[config.mk]
export PLATFORM = sky130hd
export DESIGN_NAME = recency_table_lru_timestamp_core
export DESIGN_NICKNAME = d
export VERILOG_FILES = /design/src/hdl/rtlts_pkg.sv /design/src/hdl/recency_table_lru_timestamp_core.sv /design/src/hdl/rtlts_cell.sv
export SDC_FILE = /design/constraint.sdc
export NUM_CORES = 2
export LEC_CHECK = 0
export ABC_AREA = 1
export BUFFER_PORTS_ARGS = -buffer_cell sky130_fd_sc_hd__buf_2
export CAP_MARGIN = 10
export CELL_PAD_IN_SITES_DETAIL_PLACEMENT = 2
export CELL_PAD_IN_SITES_GLOBAL_PLACEMENT = 2
export CORE_UTILIZATION = 37
export CTS_CLUSTER_SIZE = 14
export DETAILED_ROUTE_END_ITERATION = 7
export PLACE_DENSITY_LB_ADDON = 0.1
export SYNTH_ARGS = -nofsm -noshare
export SYNTH_HDL_FRONTEND = slang
export SYNTH_SLANG_ARGS = --single-unit
[constraint.sdc]
create_clock -name clock -period 5.92 [get_ports clock]
set_input_delay 0.888 -clock clock [delete_from_list [all_inputs] [get_ports clock]]
set_output_delay 0.888 -clock clock [all_outputs]
set_load 0.005 [all_outputs]
[src/hdl/rtlts_pkg.sv]
// Shared types and constants of the recency table block.
package rtlts_pkg;

   localparam int ENTRIES    = 8;
   localparam int SLOT_W     = 3;
   localparam int CNT_W      = 4;
   localparam int ID_W       = 8;
   localparam int TS_W       = 32;
   localparam int UCNT_W     = 8;
   localparam int REQ_DATA_W = 48;
   localparam int RSP_DATA_W = 64;
   localparam int CSR_ADDR_W = 3;
   localparam int CSR_DATA_W = 32;

   localparam logic [UCNT_W-1:0]       COUNT_MAX   = UCNT_W'(255);
   localparam logic [TS_W-1:0]         LIMIT_RESET = TS_W'(60);
   localparam logic [CSR_ADDR_W-3:0]   REG_LIMIT   = '0;

   typedef enum logic [2:0] {
      ACT_ADD     = 3'd0,
      ACT_ADD_PIN = 3'd1,
      ACT_REMOVE  = 3'd2,
      ACT_AGE     = 3'd3,
      ACT_CLR_PIN = 3'd4,
      ACT_LIST    = 3'd5
   } action_type;

   typedef enum logic [2:0] {
      ST_IDLE,
      ST_SCAN,
      ST_RESOLVE,
      ST_SORT_LOAD,
      ST_SORT_STEP,
      ST_EMIT
   } state_type;

   typedef struct packed {
      logic              valid;
      logic [SLOT_W-1:0] slot;
      logic [ID_W-1:0]   id;
      logic [TS_W-1:0]   stamp;
      logic [UCNT_W-1:0] uses;
      logic              pinned;
   } entry_type;

   typedef struct packed {
      logic shift;
      logic load;
   } cell_ctrl_type;

   typedef struct packed {
      logic [SLOT_W-1:0] slot;
      logic [ID_W-1:0]   id;
      logic [TS_W-1:0]   stamp;
      logic [UCNT_W-1:0] uses;
      logic              pinned;
      logic              found;
      logic              evicted;
      logic [CNT_W-1:0]  count;
      logic              last;
   } result_type;

endpackage

[src/hdl/recency_table_lru_timestamp_core.sv]
// Top level of the recency table: entry chain, sort chain, control and ports.
//
// Usage: a request on req_* carries an action, an id and the current time.
// The table is a ring of eight entry cells that rotates once per scanned
// request, so each scan passes through one head unit with one 32-bit
// subtract and two 32-bit compares. Add, remove, age-out and clear-pinned
// give one response after acceptance, the scan, a resolve step and the
// output register. Negative ids on add or remove and unknown actions answer
// without a scan. List copies the valid entries into a second chain
// during the scan, then runs one exchange pass per response; rsp_tlast
// marks the final response. A new request is taken once the previous one
// has put its final response into the output register, even if that
// response is still waiting. If rsp_tready stays low, one response waits
// in the output register and the block holds its next response back until
// it is taken. Reset empties the table, drops any pending response and
// sets inactivity_limit to 60; there is no clearing pass. csr_* is an
// APB-style port for inactivity_limit at 0x0.
module recency_table_lru_timestamp_core
   import rtlts_pkg::*;
(
   input  logic                  clock,
   input  logic                  reset,
   input  logic                  req_tvalid,
   output logic                  req_tready,
   // [2:0] action, [11:3] item_id, [43:12] now_time, [47:44] zero
   input  logic [REQ_DATA_W-1:0] req_tdata,
   output logic                  rsp_tvalid,
   input  logic                  rsp_tready,
   // [2:0] slot, [10:3] entry_id, [42:11] entry_time, [50:43] entry_count,
   // [51] entry_pinned, [52] found, [53] evicted, [57:54] count, [63:58] zero
   output logic [RSP_DATA_W-1:0] rsp_tdata,
   output logic                  rsp_tlast,
   input  logic                  csr_psel,
   input  logic                  csr_penable,
   input  logic                  csr_pwrite,
   input  logic [CSR_ADDR_W-1:0] csr_paddr,
   input  logic [CSR_DATA_W-1:0] csr_pwdata,
   output logic [CSR_DATA_W-1:0] csr_prdata,
   output logic                  csr_pready
);

   localparam int RSP_PAD_W = RSP_DATA_W - (SLOT_W + ID_W + TS_W + UCNT_W + 3 + CNT_W);

   function automatic logic [RSP_DATA_W-1:0] pack_result(result_type r);
      return {{RSP_PAD_W{1'b0}}, r.count, r.evicted, r.found, r.pinned,
              r.uses, r.stamp, r.id, r.slot};
   endfunction

   // request fields
   action_type        req_act;
   logic              req_neg;
   logic [ID_W-1:0]   req_id;
   logic [TS_W-1:0]   req_now;
   logic              req_bad;

   // control registers
   state_type         state_ff, state_in;
   action_type        act_ff, act_in;
   logic [ID_W-1:0]   id_ff, id_in;
   logic [TS_W-1:0]   now_ff, now_in;
   logic [TS_W-1:0]   limit_ff, limit_in;
   logic [SLOT_W-1:0] step_ff, step_in;
   logic              found_ff, found_in;
   logic [SLOT_W-1:0] sel_ff, sel_in;
   entry_type         cap_ff, cap_in;
   logic              free_ff, free_in;
   logic [SLOT_W-1:0] free_slot_ff, free_slot_in;
   logic [SLOT_W-1:0] old_ff, old_in;
   logic [TS_W-1:0]   old_ts_ff, old_ts_in;
   logic [CNT_W-1:0]  n_ff, n_in;
   logic [CNT_W-1:0]  rem_ff, rem_in;
   logic [CNT_W-1:0]  stp_ff, stp_in;
   entry_type         car_ff, car_in;
   result_type        res_ff, res_in;
   logic              rsp_valid_ff, rsp_valid_in;
   logic [RSP_DATA_W-1:0] rsp_data_ff, rsp_data_in;
   logic              rsp_last_ff, rsp_last_in;

   // chains
   entry_type         tbl_q   [ENTRIES];
   entry_type         tbl_nbr [ENTRIES];
   cell_ctrl_type     tbl_ctrl[ENTRIES];
   entry_type         srt_q   [ENTRIES];
   entry_type         srt_nbr [ENTRIES];
   cell_ctrl_type     srt_ctrl[ENTRIES];
   entry_type         tbl_wr_d;
   entry_type         srt_ld_d;

   // control outputs
   logic              tbl_shift, tbl_write, srt_shift, srt_append, srt_tail, emit_go;
   logic              out_free, list_emit;

   // head unit and resolve logic
   entry_type         head, head_out, append_e, loser, fresh, base, upd;
   logic              hit_id, drop, greater, blank_cnt;
   logic [TS_W-1:0]   age;
   logic [SLOT_W-1:0] wr_slot;
   logic [CNT_W-1:0]  tail_idx;
   result_type        blank_res, car_res, out_res;

   assign req_act = action_type'(req_tdata[2:0]);
   assign req_neg = req_tdata[11];
   assign req_id  = req_tdata[10:3];
   assign req_now = req_tdata[43:12];

   always_comb begin
      unique case (req_act)
         ACT_ADD, ACT_ADD_PIN, ACT_REMOVE: req_bad = req_neg;
         ACT_AGE, ACT_CLR_PIN, ACT_LIST:   req_bad = 1'b0;
         default:                          req_bad = 1'b1;
      endcase
   end

   assign out_free  = !rsp_valid_ff || rsp_tready;
   assign list_emit = (act_ff == ACT_LIST) && (n_ff != '0);
   assign tail_idx  = rem_ff - CNT_W'(1);

   // ---------------------------------------------------------------- head
   assign head    = tbl_q[0];
   assign hit_id  = head.valid && (head.id == id_ff);
   assign age     = now_ff - head.stamp;

   always_comb begin
      unique case (act_ff)
         ACT_REMOVE:  drop = hit_id && !head.pinned;
         ACT_AGE:     drop = head.valid && (age > limit_ff);
         ACT_CLR_PIN: drop = head.valid && head.pinned;
         default:     drop = 1'b0;
      endcase
   end

   always_comb begin
      head_out       = head;
      head_out.valid = head.valid && !drop;
      append_e       = head;
      append_e.slot  = step_ff;
   end

   // ---------------------------------------------------------------- sort step
   assign greater = srt_q[0].stamp > car_ff.stamp;
   assign loser   = greater ? car_ff : srt_q[0];
   assign srt_ld_d = (state_ff == ST_SCAN) ? append_e : loser;

   // ---------------------------------------------------------------- add resolve
   always_comb begin
      wr_slot = found_ff ? sel_ff : (free_ff ? free_slot_ff : old_ff);
      fresh        = '0;
      fresh.valid  = 1'b1;
      fresh.id     = id_ff;
      fresh.stamp  = now_ff;
      base         = found_ff ? cap_ff : fresh;
      upd          = base;
      upd.slot     = wr_slot;
      if (act_ff == ACT_ADD_PIN) begin
         upd.pinned = 1'b1;
         upd.uses   = '0;
         upd.stamp  = now_ff;
      end else if (!base.pinned) begin
         upd.uses   = (base.uses == COUNT_MAX) ? base.uses : base.uses + UCNT_W'(1);
         upd.stamp  = now_ff;
      end
      tbl_wr_d = upd;
   end

   always_comb begin
      blank_res      = '0;
      blank_res.last = 1'b1;
      car_res         = '0;
      car_res.slot    = car_ff.slot;
      car_res.id      = car_ff.id;
      car_res.stamp   = car_ff.stamp;
      car_res.uses    = car_ff.uses;
      car_res.pinned  = car_ff.pinned;
      car_res.found   = 1'b1;
      car_res.count   = n_ff;
      car_res.last    = (rem_ff == '0);
      out_res = list_emit ? car_res : res_ff;
   end

   // ---------------------------------------------------------------- next state
   always_comb begin
      state_in = state_ff;
      unique case (state_ff)
         ST_IDLE: begin
            if (req_tvalid) begin
               state_in = req_bad ? ST_EMIT : ST_SCAN;
            end
         end
         ST_SCAN: begin
            if (step_ff == SLOT_W'(ENTRIES - 1)) begin
               state_in = ST_RESOLVE;
            end
         end
         ST_RESOLVE: begin
            state_in = list_emit ? ST_SORT_LOAD : ST_EMIT;
         end
         ST_SORT_LOAD: begin
            state_in = (rem_ff == CNT_W'(1)) ? ST_EMIT : ST_SORT_STEP;
         end
         ST_SORT_STEP: begin
            if (stp_ff == CNT_W'(1)) begin
               state_in = ST_EMIT;
            end
         end
         ST_EMIT: begin
            if (out_free) begin
               state_in = (list_emit && rem_ff != '0) ? ST_SORT_LOAD : ST_IDLE;
            end
         end
         default: state_in = ST_IDLE;
      endcase
   end

   // ---------------------------------------------------------------- controls
   always_comb begin
      req_tready = 1'b0;
      tbl_shift  = 1'b0;
      tbl_write  = 1'b0;
      srt_shift  = 1'b0;
      srt_append = 1'b0;
      srt_tail   = 1'b0;
      emit_go    = 1'b0;
      unique case (state_ff)
         ST_IDLE:      req_tready = 1'b1;
         ST_SCAN: begin
            tbl_shift  = 1'b1;
            srt_append = (act_ff == ACT_LIST) && head.valid;
         end
         ST_RESOLVE:   tbl_write = (act_ff == ACT_ADD) || (act_ff == ACT_ADD_PIN);
         ST_SORT_LOAD: srt_shift = 1'b1;
         ST_SORT_STEP: begin
            srt_shift = 1'b1;
            srt_tail  = 1'b1;
         end
         ST_EMIT:      emit_go = out_free;
         default:      req_tready = 1'b0;
      endcase
   end

   // ---------------------------------------------------------------- datapath
   always_comb begin
      act_in       = act_ff;
      id_in        = id_ff;
      now_in       = now_ff;
      step_in      = step_ff;
      found_in     = found_ff;
      sel_in       = sel_ff;
      cap_in       = cap_ff;
      free_in      = free_ff;
      free_slot_in = free_slot_ff;
      old_in       = old_ff;
      old_ts_in    = old_ts_ff;
      n_in         = n_ff;
      rem_in       = rem_ff;
      stp_in       = stp_ff;
      car_in       = car_ff;
      res_in       = res_ff;
      blank_cnt    = 1'b0;

      if (req_tvalid && req_tready) begin
         act_in   = req_act;
         id_in    = req_id;
         now_in   = req_now;
         step_in  = '0;
         found_in = 1'b0;
         free_in  = 1'b0;
         n_in     = '0;
         res_in   = blank_res;
      end

      if (state_ff == ST_SCAN) begin
         step_in = step_ff + SLOT_W'(1);
         if (hit_id) begin
            found_in = 1'b1;
            sel_in   = step_ff;
            cap_in   = head;
         end
         if (!head.valid) begin
            free_in      = 1'b1;
            free_slot_in = step_ff;
         end
         // oldest entry, ties to the highest slot
         if (step_ff == '0 || head.stamp <= old_ts_ff) begin
            old_in    = step_ff;
            old_ts_in = head.stamp;
         end
         blank_cnt = drop && (act_ff == ACT_AGE || act_ff == ACT_CLR_PIN);
         if (blank_cnt || srt_append) begin
            n_in = n_ff + CNT_W'(1);
         end
      end

      if (state_ff == ST_RESOLVE) begin
         rem_in = n_ff;
         unique case (act_ff)
            ACT_ADD, ACT_ADD_PIN: begin
               res_in         = '0;
               res_in.slot    = wr_slot;
               res_in.id      = upd.id;
               res_in.stamp   = upd.stamp;
               res_in.uses    = upd.uses;
               res_in.pinned  = upd.pinned;
               res_in.found   = found_ff;
               res_in.evicted = !found_ff && !free_ff;
               res_in.last    = 1'b1;
            end
            ACT_REMOVE: begin
               res_in = blank_res;
               if (found_ff) begin
                  res_in.slot   = sel_ff;
                  res_in.id     = cap_ff.id;
                  res_in.stamp  = cap_ff.stamp;
                  res_in.uses   = cap_ff.uses;
                  res_in.pinned = cap_ff.pinned;
                  res_in.found  = 1'b1;
                  res_in.count  = cap_ff.pinned ? CNT_W'(0) : CNT_W'(1);
               end
            end
            ACT_AGE, ACT_CLR_PIN: begin
               res_in       = blank_res;
               res_in.count = n_ff;
            end
            default: res_in = blank_res;
         endcase
      end

      if (state_ff == ST_SORT_LOAD) begin
         car_in = srt_q[0];
         rem_in = rem_ff - CNT_W'(1);
         stp_in = rem_ff - CNT_W'(1);
      end

      if (state_ff == ST_SORT_STEP) begin
         stp_in = stp_ff - CNT_W'(1);
         if (greater) begin
            car_in = srt_q[0];
         end
      end
   end

   always_comb begin
      rsp_valid_in = rsp_valid_ff;
      rsp_data_in  = rsp_data_ff;
      rsp_last_in  = rsp_last_ff;
      if (rsp_valid_ff && rsp_tready) begin
         rsp_valid_in = 1'b0;
      end
      if (emit_go) begin
         rsp_valid_in = 1'b1;
         rsp_data_in  = pack_result(out_res);
         rsp_last_in  = out_res.last;
      end
   end

   // ---------------------------------------------------------------- csr
   always_comb begin
      limit_in = limit_ff;
      if (csr_psel && csr_penable && csr_pwrite && csr_pready &&
          csr_paddr[CSR_ADDR_W-1:2] == REG_LIMIT) begin
         limit_in = csr_pwdata;
      end
   end

   assign csr_pready = 1'b1;
   assign csr_prdata = (csr_paddr[CSR_ADDR_W-1:2] == REG_LIMIT) ? limit_ff : '0;

   // ---------------------------------------------------------------- registers
   always_ff @(posedge clock) begin
      if (reset) begin
         state_ff     <= ST_IDLE;
         limit_ff     <= LIMIT_RESET;
         rsp_valid_ff <= 1'b0;
      end else begin
         state_ff     <= state_in;
         limit_ff     <= limit_in;
         rsp_valid_ff <= rsp_valid_in;
      end
   end

   always_ff @(posedge clock) begin
      act_ff       <= act_in;
      id_ff        <= id_in;
      now_ff       <= now_in;
      step_ff      <= step_in;
      found_ff     <= found_in;
      sel_ff       <= sel_in;
      cap_ff       <= cap_in;
      free_ff      <= free_in;
      free_slot_ff <= free_slot_in;
      old_ff       <= old_in;
      old_ts_ff    <= old_ts_in;
      n_ff         <= n_in;
      rem_ff       <= rem_in;
      stp_ff       <= stp_in;
      car_ff       <= car_in;
      res_ff       <= res_in;
      rsp_data_ff  <= rsp_data_in;
      rsp_last_ff  <= rsp_last_in;
   end

   // ---------------------------------------------------------------- chains
   for (genvar k = 0; k < ENTRIES; k++) begin : g_cell
      if (k == ENTRIES - 1) begin : g_end
         assign tbl_nbr[k] = head_out;
         assign srt_nbr[k] = srt_q[k];
      end else begin : g_mid
         assign tbl_nbr[k] = tbl_q[k+1];
         assign srt_nbr[k] = srt_q[k+1];
      end

      assign tbl_ctrl[k].shift = tbl_shift;
      assign tbl_ctrl[k].load  = tbl_write && (wr_slot == SLOT_W'(k));
      assign srt_ctrl[k].shift = srt_shift;
      assign srt_ctrl[k].load  = (srt_append && (n_ff == CNT_W'(k))) ||
                                 (srt_tail && (tail_idx == CNT_W'(k)));

      rtlts_cell u_tbl (
         .clock  (clock),
         .reset  (reset),
         .ctrl   (tbl_ctrl[k]),
         .nbr_d  (tbl_nbr[k]),
         .load_d (tbl_wr_d),
         .cell_q (tbl_q[k])
      );

      rtlts_cell u_srt (
         .clock  (clock),
         .reset  (reset),
         .ctrl   (srt_ctrl[k]),
         .nbr_d  (srt_nbr[k]),
         .load_d (srt_ld_d),
         .cell_q (srt_q[k])
      );
   end

   assign rsp_tvalid = rsp_valid_ff;
   assign rsp_tdata  = rsp_data_ff;
   assign rsp_tlast  = rsp_last_ff;

endmodule

[src/hdl/rtlts_cell.sv]
// One cell of an entry chain: loads from its neighbor on shift or from the load bus.
module rtlts_cell
   import rtlts_pkg::*;
(
   input  logic          clock,
   input  logic          reset,
   input  cell_ctrl_type ctrl,
   input  entry_type     nbr_d,
   input  entry_type     load_d,
   output entry_type     cell_q
);

   entry_type cell_ff, cell_in;

   always_comb begin
      priority if (ctrl.load) begin
         cell_in = load_d;
      end else if (ctrl.shift) begin
         cell_in = nbr_d;
      end else begin
         cell_in = cell_ff;
      end
   end

   always_ff @(posedge clock) begin
      if (reset) begin
         cell_ff <= '0;
      end else begin
         cell_ff <= cell_in;
      end
   end

   assign cell_q = cell_ff;

endmodule
Yosys cells after proc, flatten, opt, wreduce, memory -nomap -nowiden
Cells that the tools add are included.
{"block": "op_classes", "add_sub_neg": 6, "mul": 0, "div": 0, "n_lt_le_gt_ge": 3, "eq_ne": 45, "shifts": 0, "mux": 85, "n_bitwise": 2, "n_reduce_logical": 96}
{"cell": "$mux 53", "n": 37}
{"cell": "$mux 59", "n": 3}
{"cell": "$pmux 59 s3", "n": 1}
{"cell": "$mux 40", "n": 2}
{"cell": "$gt 32x32->1", "n": 2}
{"cell": "$reduce_bool 2->1", "n": 20}
{"cell": "$logic_and 1x1->1", "n": 39}
{"cell": "$eq 3x3->1 const B", "n": 11}
{"cell": "$eq 4x3->1 const B", "n": 8}
{"cell": "$le 32x32->1", "n": 1}
{"cell": "$mux 32", "n": 1}
{"cell": "$sub 32x32->32", "n": 1}
{"cell": "$mux 3", "n": 10}
{"cell": "$mux 4", "n": 7}
{"cell": "$eq 3x2->1 const B", "n": 8}
{"cell": "$mux 1", "n": 19}
{"cell": "$pmux 3 s6", "n": 1}
{"cell": "$eq 4x1->1 const B", "n": 4}
{"cell": "$eq 4x2->1 const B", "n": 4}
{"cell": "$logic_not 3->1", "n": 5}
{"cell": "$logic_or 1x1->1", "n": 13}
{"cell": "$eq 3x1->1 const B", "n": 4}
{"cell": "$logic_not 4->1", "n": 3}
{"cell": "$add 8x1->8 const B", "n": 1}
{"cell": "other kinds (18)", "n": 32}
{"block": "totals", "ff_bits": 1209, "latch_bits": 0, "ram_bits": 0, "romBits": 0, "inputBits": 90, "out_inout_bits": 100, "wordCells": 373, "memories": 0}

Longest topological paths before layout
{"block": "logic_depth", "ltp_word": 8, "depth_mapped": 31, "mapped_depth_nobuf": 31}

Modules after synthesis
A second synthesis with hierarchy kept.
{"block": "unflattened", "hier_cells": 8777, "area_unflattened_um2": 61365.1}
{"mod": "rtlts_cell", "instances": 16, "cells_per_inst": 401, "area_per_inst_um2": 2577.5}
{"mod": "recency_table_lru_timestamp_core", "instances": 1, "cells_per_inst": 2361, "area_per_inst_um2": 20125.6}

Worst setup path after synthesis
No wires, ideal clock.
{"block": "synth_path", "path_kind": "reg2reg", "start": "register state_ff[0]", "end": "register cap_ff[0] (netlist bit), enable pin", "setup_ns": 0.531, "arrival_time_ns": 4.936, "required_ns": 5.389, "path_slack_ns": 0.453, "stages_incl_launch_ff": 8, "path_cell_list": "dfxtp_1 > inv_2 > nor2_2 > nand2_2 > buf_2 > buf_1 > clkbuf_1 > nor3_1"}
{"block": "synth_between", "elab_chain_len": 2}
{"element": "from (decl)", "line": "recency_table_lru_timestamp_core.sv:57", "source": "state_type state_ff, state_in;"}
{"element": "from (signal assigned)", "line": "recency_table_lru_timestamp_core.sv:374", "source": "state_ff <= state_in;"}
{"element": "$eq 3x1->1", "line": "recency_table_lru_timestamp_core.sv:271", "source": "if (state_ff == ST_SCAN) begin"}
{"element": "$reduce_and 2->1 (no source line)"}
{"element": "to (signal assigned)", "line": "recency_table_lru_timestamp_core.sv:387", "source": "cap_ff <= cap_in;"}
{"element": "to (decl)", "line": "recency_table_lru_timestamp_core.sv:65", "source": "entry_type cap_ff, cap_in;"}
No other way between the ends.
A chain may end at the register's enable or synchronous reset.

Worst setup path in the final report
{"block": "layout_path", "start": "register now_ff[0]", "end": "register n_ff[1]"}
{"block": "layout_between", "elab_chain_len": 8}
{"element": "from (decl)", "line": "recency_table_lru_timestamp_core.sv:60", "source": "logic [TS_W-1:0] now_ff, now_in;"}
{"element": "from (signal assigned)", "line": "recency_table_lru_timestamp_core.sv:383", "source": "now_ff <= now_in;"}
{"element": "$sub 32x32->32", "line": "recency_table_lru_timestamp_core.sv:121", "source": "assign age = now_ff - head.stamp;"}
{"element": "$gt 32x32->1", "line": "recency_table_lru_timestamp_core.sv:126", "source": "ACT_AGE: drop = head.valid && (age > limit_ff);"}
{"element": "$logic_and 1x1->1", "line": "recency_table_lru_timestamp_core.sv:126"}
{"element": "$pmux 1 s3", "line": "recency_table_lru_timestamp_core.sv:124", "source": "unique case (act_ff)"}
{"element": "$logic_and 1x1->1", "line": "recency_table_lru_timestamp_core.sv:287", "source": "blank_cnt = drop && (act_ff == ACT_AGE || act_ff == ACT_CLR_PIN);"}
{"element": "$logic_or 1x1->1", "line": "recency_table_lru_timestamp_core.sv:288", "source": "if (blank_cnt || srt_append) begin"}
{"element": "$mux 4", "line": "recency_table_lru_timestamp_core.sv:288"}
{"element": "$mux 4", "line": "recency_table_lru_timestamp_core.sv:271"}
{"element": "via n_in[1]", "line": "recency_table_lru_timestamp_core.sv:70", "source": "logic [CNT_W-1:0] n_ff, n_in;"}
{"element": "to (signal assigned)", "line": "recency_table_lru_timestamp_core.sv:392", "source": "n_ff <= n_in;"}
{"element": "to (decl)", "line": "recency_table_lru_timestamp_core.sv:70"}
The timed path passes the listed nets, and every way through them passes these cells.

==> metrics.md <==
| Metric | Value |
|---|---|
| Min-delay worst type | input port to flip-flop |
| Clk_lat worst skew | 0.79 ns |
| DP Area | 57300 sq um |
| Final #Nets | 7553 |
| Warnings from Yosys | 0 |
| RSZ-0062 raised after global routing | no |
| M1 WL | 107000 microns |
| Peak fanout along the critical path | 5 |
| Peak VDD IR | 310 uV |
| Fmax achieved | 196 MHz |
| Post-CTS setup buffers | 0 |
| Final Max Tran Viols | 0 |
| CTS sink cnt | 1172 |
| Seq/Total Area, Yosys | 47.7% |
| Core area | 146000 sq um |
| Total grt overflow | 0 |
| Antenna violations before repair | 17 |
| Drt initial violations | 3325 |
| Die W | 387 microns |
| Max-Cap Viols | 0 |
| Yosys top cell area share | 33.3% |
| Fin crit period | 5.10 ns |
| Power per Cell Area | 395 nW/um^2 |
| Primary FF master, synth | dfxtp_1 |
| Share of layout cells above drive strength 1 | 8.41% |
| Most instantiated cells after synthesis | nand2_1, dfxtp_1, nor2_1 |
| Rel. slew slack | 12.1% |
| Placed cells | 9094 |
| FP Rows | 140 |
| Slowest-stage cell, CP | o21ai_0 |
| CP dominant cell by count | nand2_1 |
| Final setup viols | 0 |
| Die area | 149000 sq um |
| H-tree depth | 4 |
| Final instance area | 62000 sq um |
| Mapped Cells | 7354 |
| CTS tree | yes |
| Placer Congestion | 0.852 |
| Worst path arrival time | 5.78 ns |
| Boundary pin count | 190 |
| Final core occ | 42.4% |
| Vias in the first global route | 56300 |
| CTS max path bufs | 3 |
| Slowest Stage Delay on Critical Path | 0.49 ns |
| WL met2 | 113000 microns |
| Worst-path clk slew | 0.06 ns |
| Mapped Area | 54700 sq um |
| Count leader, synth | nand2_1 |
| Initial Util | 37.4% |
| Post-Route Setup TNS | 0 ns |
| Worst-Margin Slew | 1.30 ns |
| Routed WL | 237000 microns |
| # port buffers | 176 |
| Final Hold Fails | 0 |
| Routed via count | 53000 |
| Largest net degree at the start of global routing | 172 |
| Clock root buffer | clkbuf_16 |
| Setup Crit Path Kind | flip-flop to flip-flop |
| Final worst slack | 0.825 ns |
| Vias per cell | 5.66 |
| Post-cts resize count | 0 |
| Gr usage total | 31.0% |
| Leakage | 0.0232 uW |
| WP data required | 6.61 ns |
| Num CTS Buffers | 140 |
| Post-synthesis register bit count | 1172 |
| Die Ht | 387 microns |
| Synth Area per Inst | 7.44 sq um |
| Hold buffer count at CTS | 0 |
| 1st-pass router iterations | 7 |
| Area contributors post-synth | dfxtp_1, nand2_1, edfxtp_1 |
| Number of distinct library cells after synthesis | 57 |
| Drt drc | 0 |
| Clock skew | 0.0238 ns |
| Worst Setup End Kind | flip-flop |
| Hpwl dp | 151000 microns |
| Antenna-violating nets left | 0 |
| CP Launch Type | flip-flop |
| Met3 Wirelength | 10400 microns |
| Tcrit/Tclk final | 86.1% |
| Status | complete, no violations |
| Post-DR wirelength/cell | 25.3 microns |
| FFs w/ async S/R, synth | 0% |
| Worst slack, placed | 0.735 ns |
| Layout area overhead | 13.2% |
| Final Non-Filler Cells | 9354 |
| Number of synthesized flops with an enable pin | 262 |
| Area leader, netlist | dfxtp_1 |
| First-pass GRT wire length | 355000 microns |
| Max Used Layer | met4 |
[routing by layer]
metal / vias to the layer above / track usage, %
met5: - / 0
met4: 0 / 10.1
met3: 335 / 3.67
met2: 1285 / 52.6
met1: 27200 / 40.8
li1: 24200 / -
[power breakdown]
group / total (uW) / leakage [uW] / switching [uW] / internal, uW
combinational: 6260 / 0.0111 / 5040 / 1220
clock: 8930 / 0.00230 / 3650 / 5280
sequential: 9260 / 0.00982 / 326 / 8930
total: 24500 / 0.0232 / 9020 / 15400
[layout by cell type, fill, tap and decap left out, types with 11 or more instances in the layout]
cell type  count
a21oi_1      567
a221oi_1      37
a221oi_2      23
a311oi_1      27
a31oi_1      286
buf_12        14
buf_2        175
buf_4        104
clkbuf_1      35
clkbuf_16    148
clkbuf_8      26
clkinv_1      15
clkinv_2      17
dfxtp_1      909
edfxtp_1     262
ha_1         142
inv_1        479
inv_2         19
nand2_1     2227
nand3_1      529
nand4_1       11
nor2_1       814
nor2_4        20
nor3_1        24
o211ai_1      18
o21ai_0      290
o21ai_1       16
o21ai_2       16
o31ai_1       25
xnor2_1       12
xor2_1        26
[state kept, by name, summed over array words and instances, names as in the netlist]
register	cells
step_ff	3
g_cell.u_srt.cell_q	416
cap_ff	50
free_ff	1
free_slot_ff	3
rsp_tvalid	1
rsp_tdata	58
rem_ff	4
car_ff	52
rsp_tlast	1
old_ts_ff	32
n_ff	4
old_ff	3
res_ff	58
stp_ff	4
act_ff	3
id_ff	8
now_ff	32
found_ff	1
limit_ff	32
state_ff	3
g_cell.u_tbl.cell_q	400
sel_ff	3
[logic make-up (layout without fill, tap and decap cells)]
logic type | Yosys count | after routing | synth area share, %
fa+ha+maj | 143 | 143 | 3.28
buf+inv | 977 | 1053 | 7.23
mux | 2 | 2 | 0.0411
xor+xnor | 38 | 38 | 0.608
compound gates | 1349 | 1349 | 14.4
simple gates | 3671 | 3671 | 26.8
flops | 1172 | 1172 | 47.7
other cells | 2 | 9 | 0.0137
[layout make-up]
| cell class | count | area, sq um |
|---|---|---|
| Fill cell | 16800 | 84300 |
| Sequential cell | 1172 | 26100 |
| Multi-Input combinational cell | 5210 | 25000 |
| Clock buffer | 209 | 4190 |
| Tap cell | 1917 | 2400 |
| Timing Repair Buffer | 294 | 1950 |
| Inverter | 502 | 1900 |
| Clock inverter | 48 | 482 |
| Antenna cell | 2 | 5.00 |
[stage by stage]
stage	hold WS (ns)	power, uW
2_1_floorplan	0.430	12700
6_report	0.279	24500
3_5_place_dp	0.447	15600
5_1_grt	0.260	25300
4_1_cts	0.234	24500
3_3_place_gp	0.440	15400
[worst paths after layout]
check | startpoint | end | slack, ns | cells after the start
setup / recovery | now_ff[0] | n_ff[1] | 0.82 | 29
hold / removal | req_tdata[9] | id_ff[6] | 0.28 | 1
setup reg to reg | now_ff[0] | n_ff[1] | 0.82 | 29
hold reg to reg | g_cell[6].u_srt.cell_q[9] | g_cell[6].u_srt.cell_q[9] | 0.47 | 2
[worst max-delay path, delay by kind of cell, from the launching register on]
family / cells / cell delay (ns)
compound gates: 3 / 0.81
buf+inv: 2 / 0.15
simple gates: 21 / 2.99
fa+ha+maj: 3 / 0.66
flops: 1 / 0.34
No activity file was read; power rests on OpenSTA's default activity.
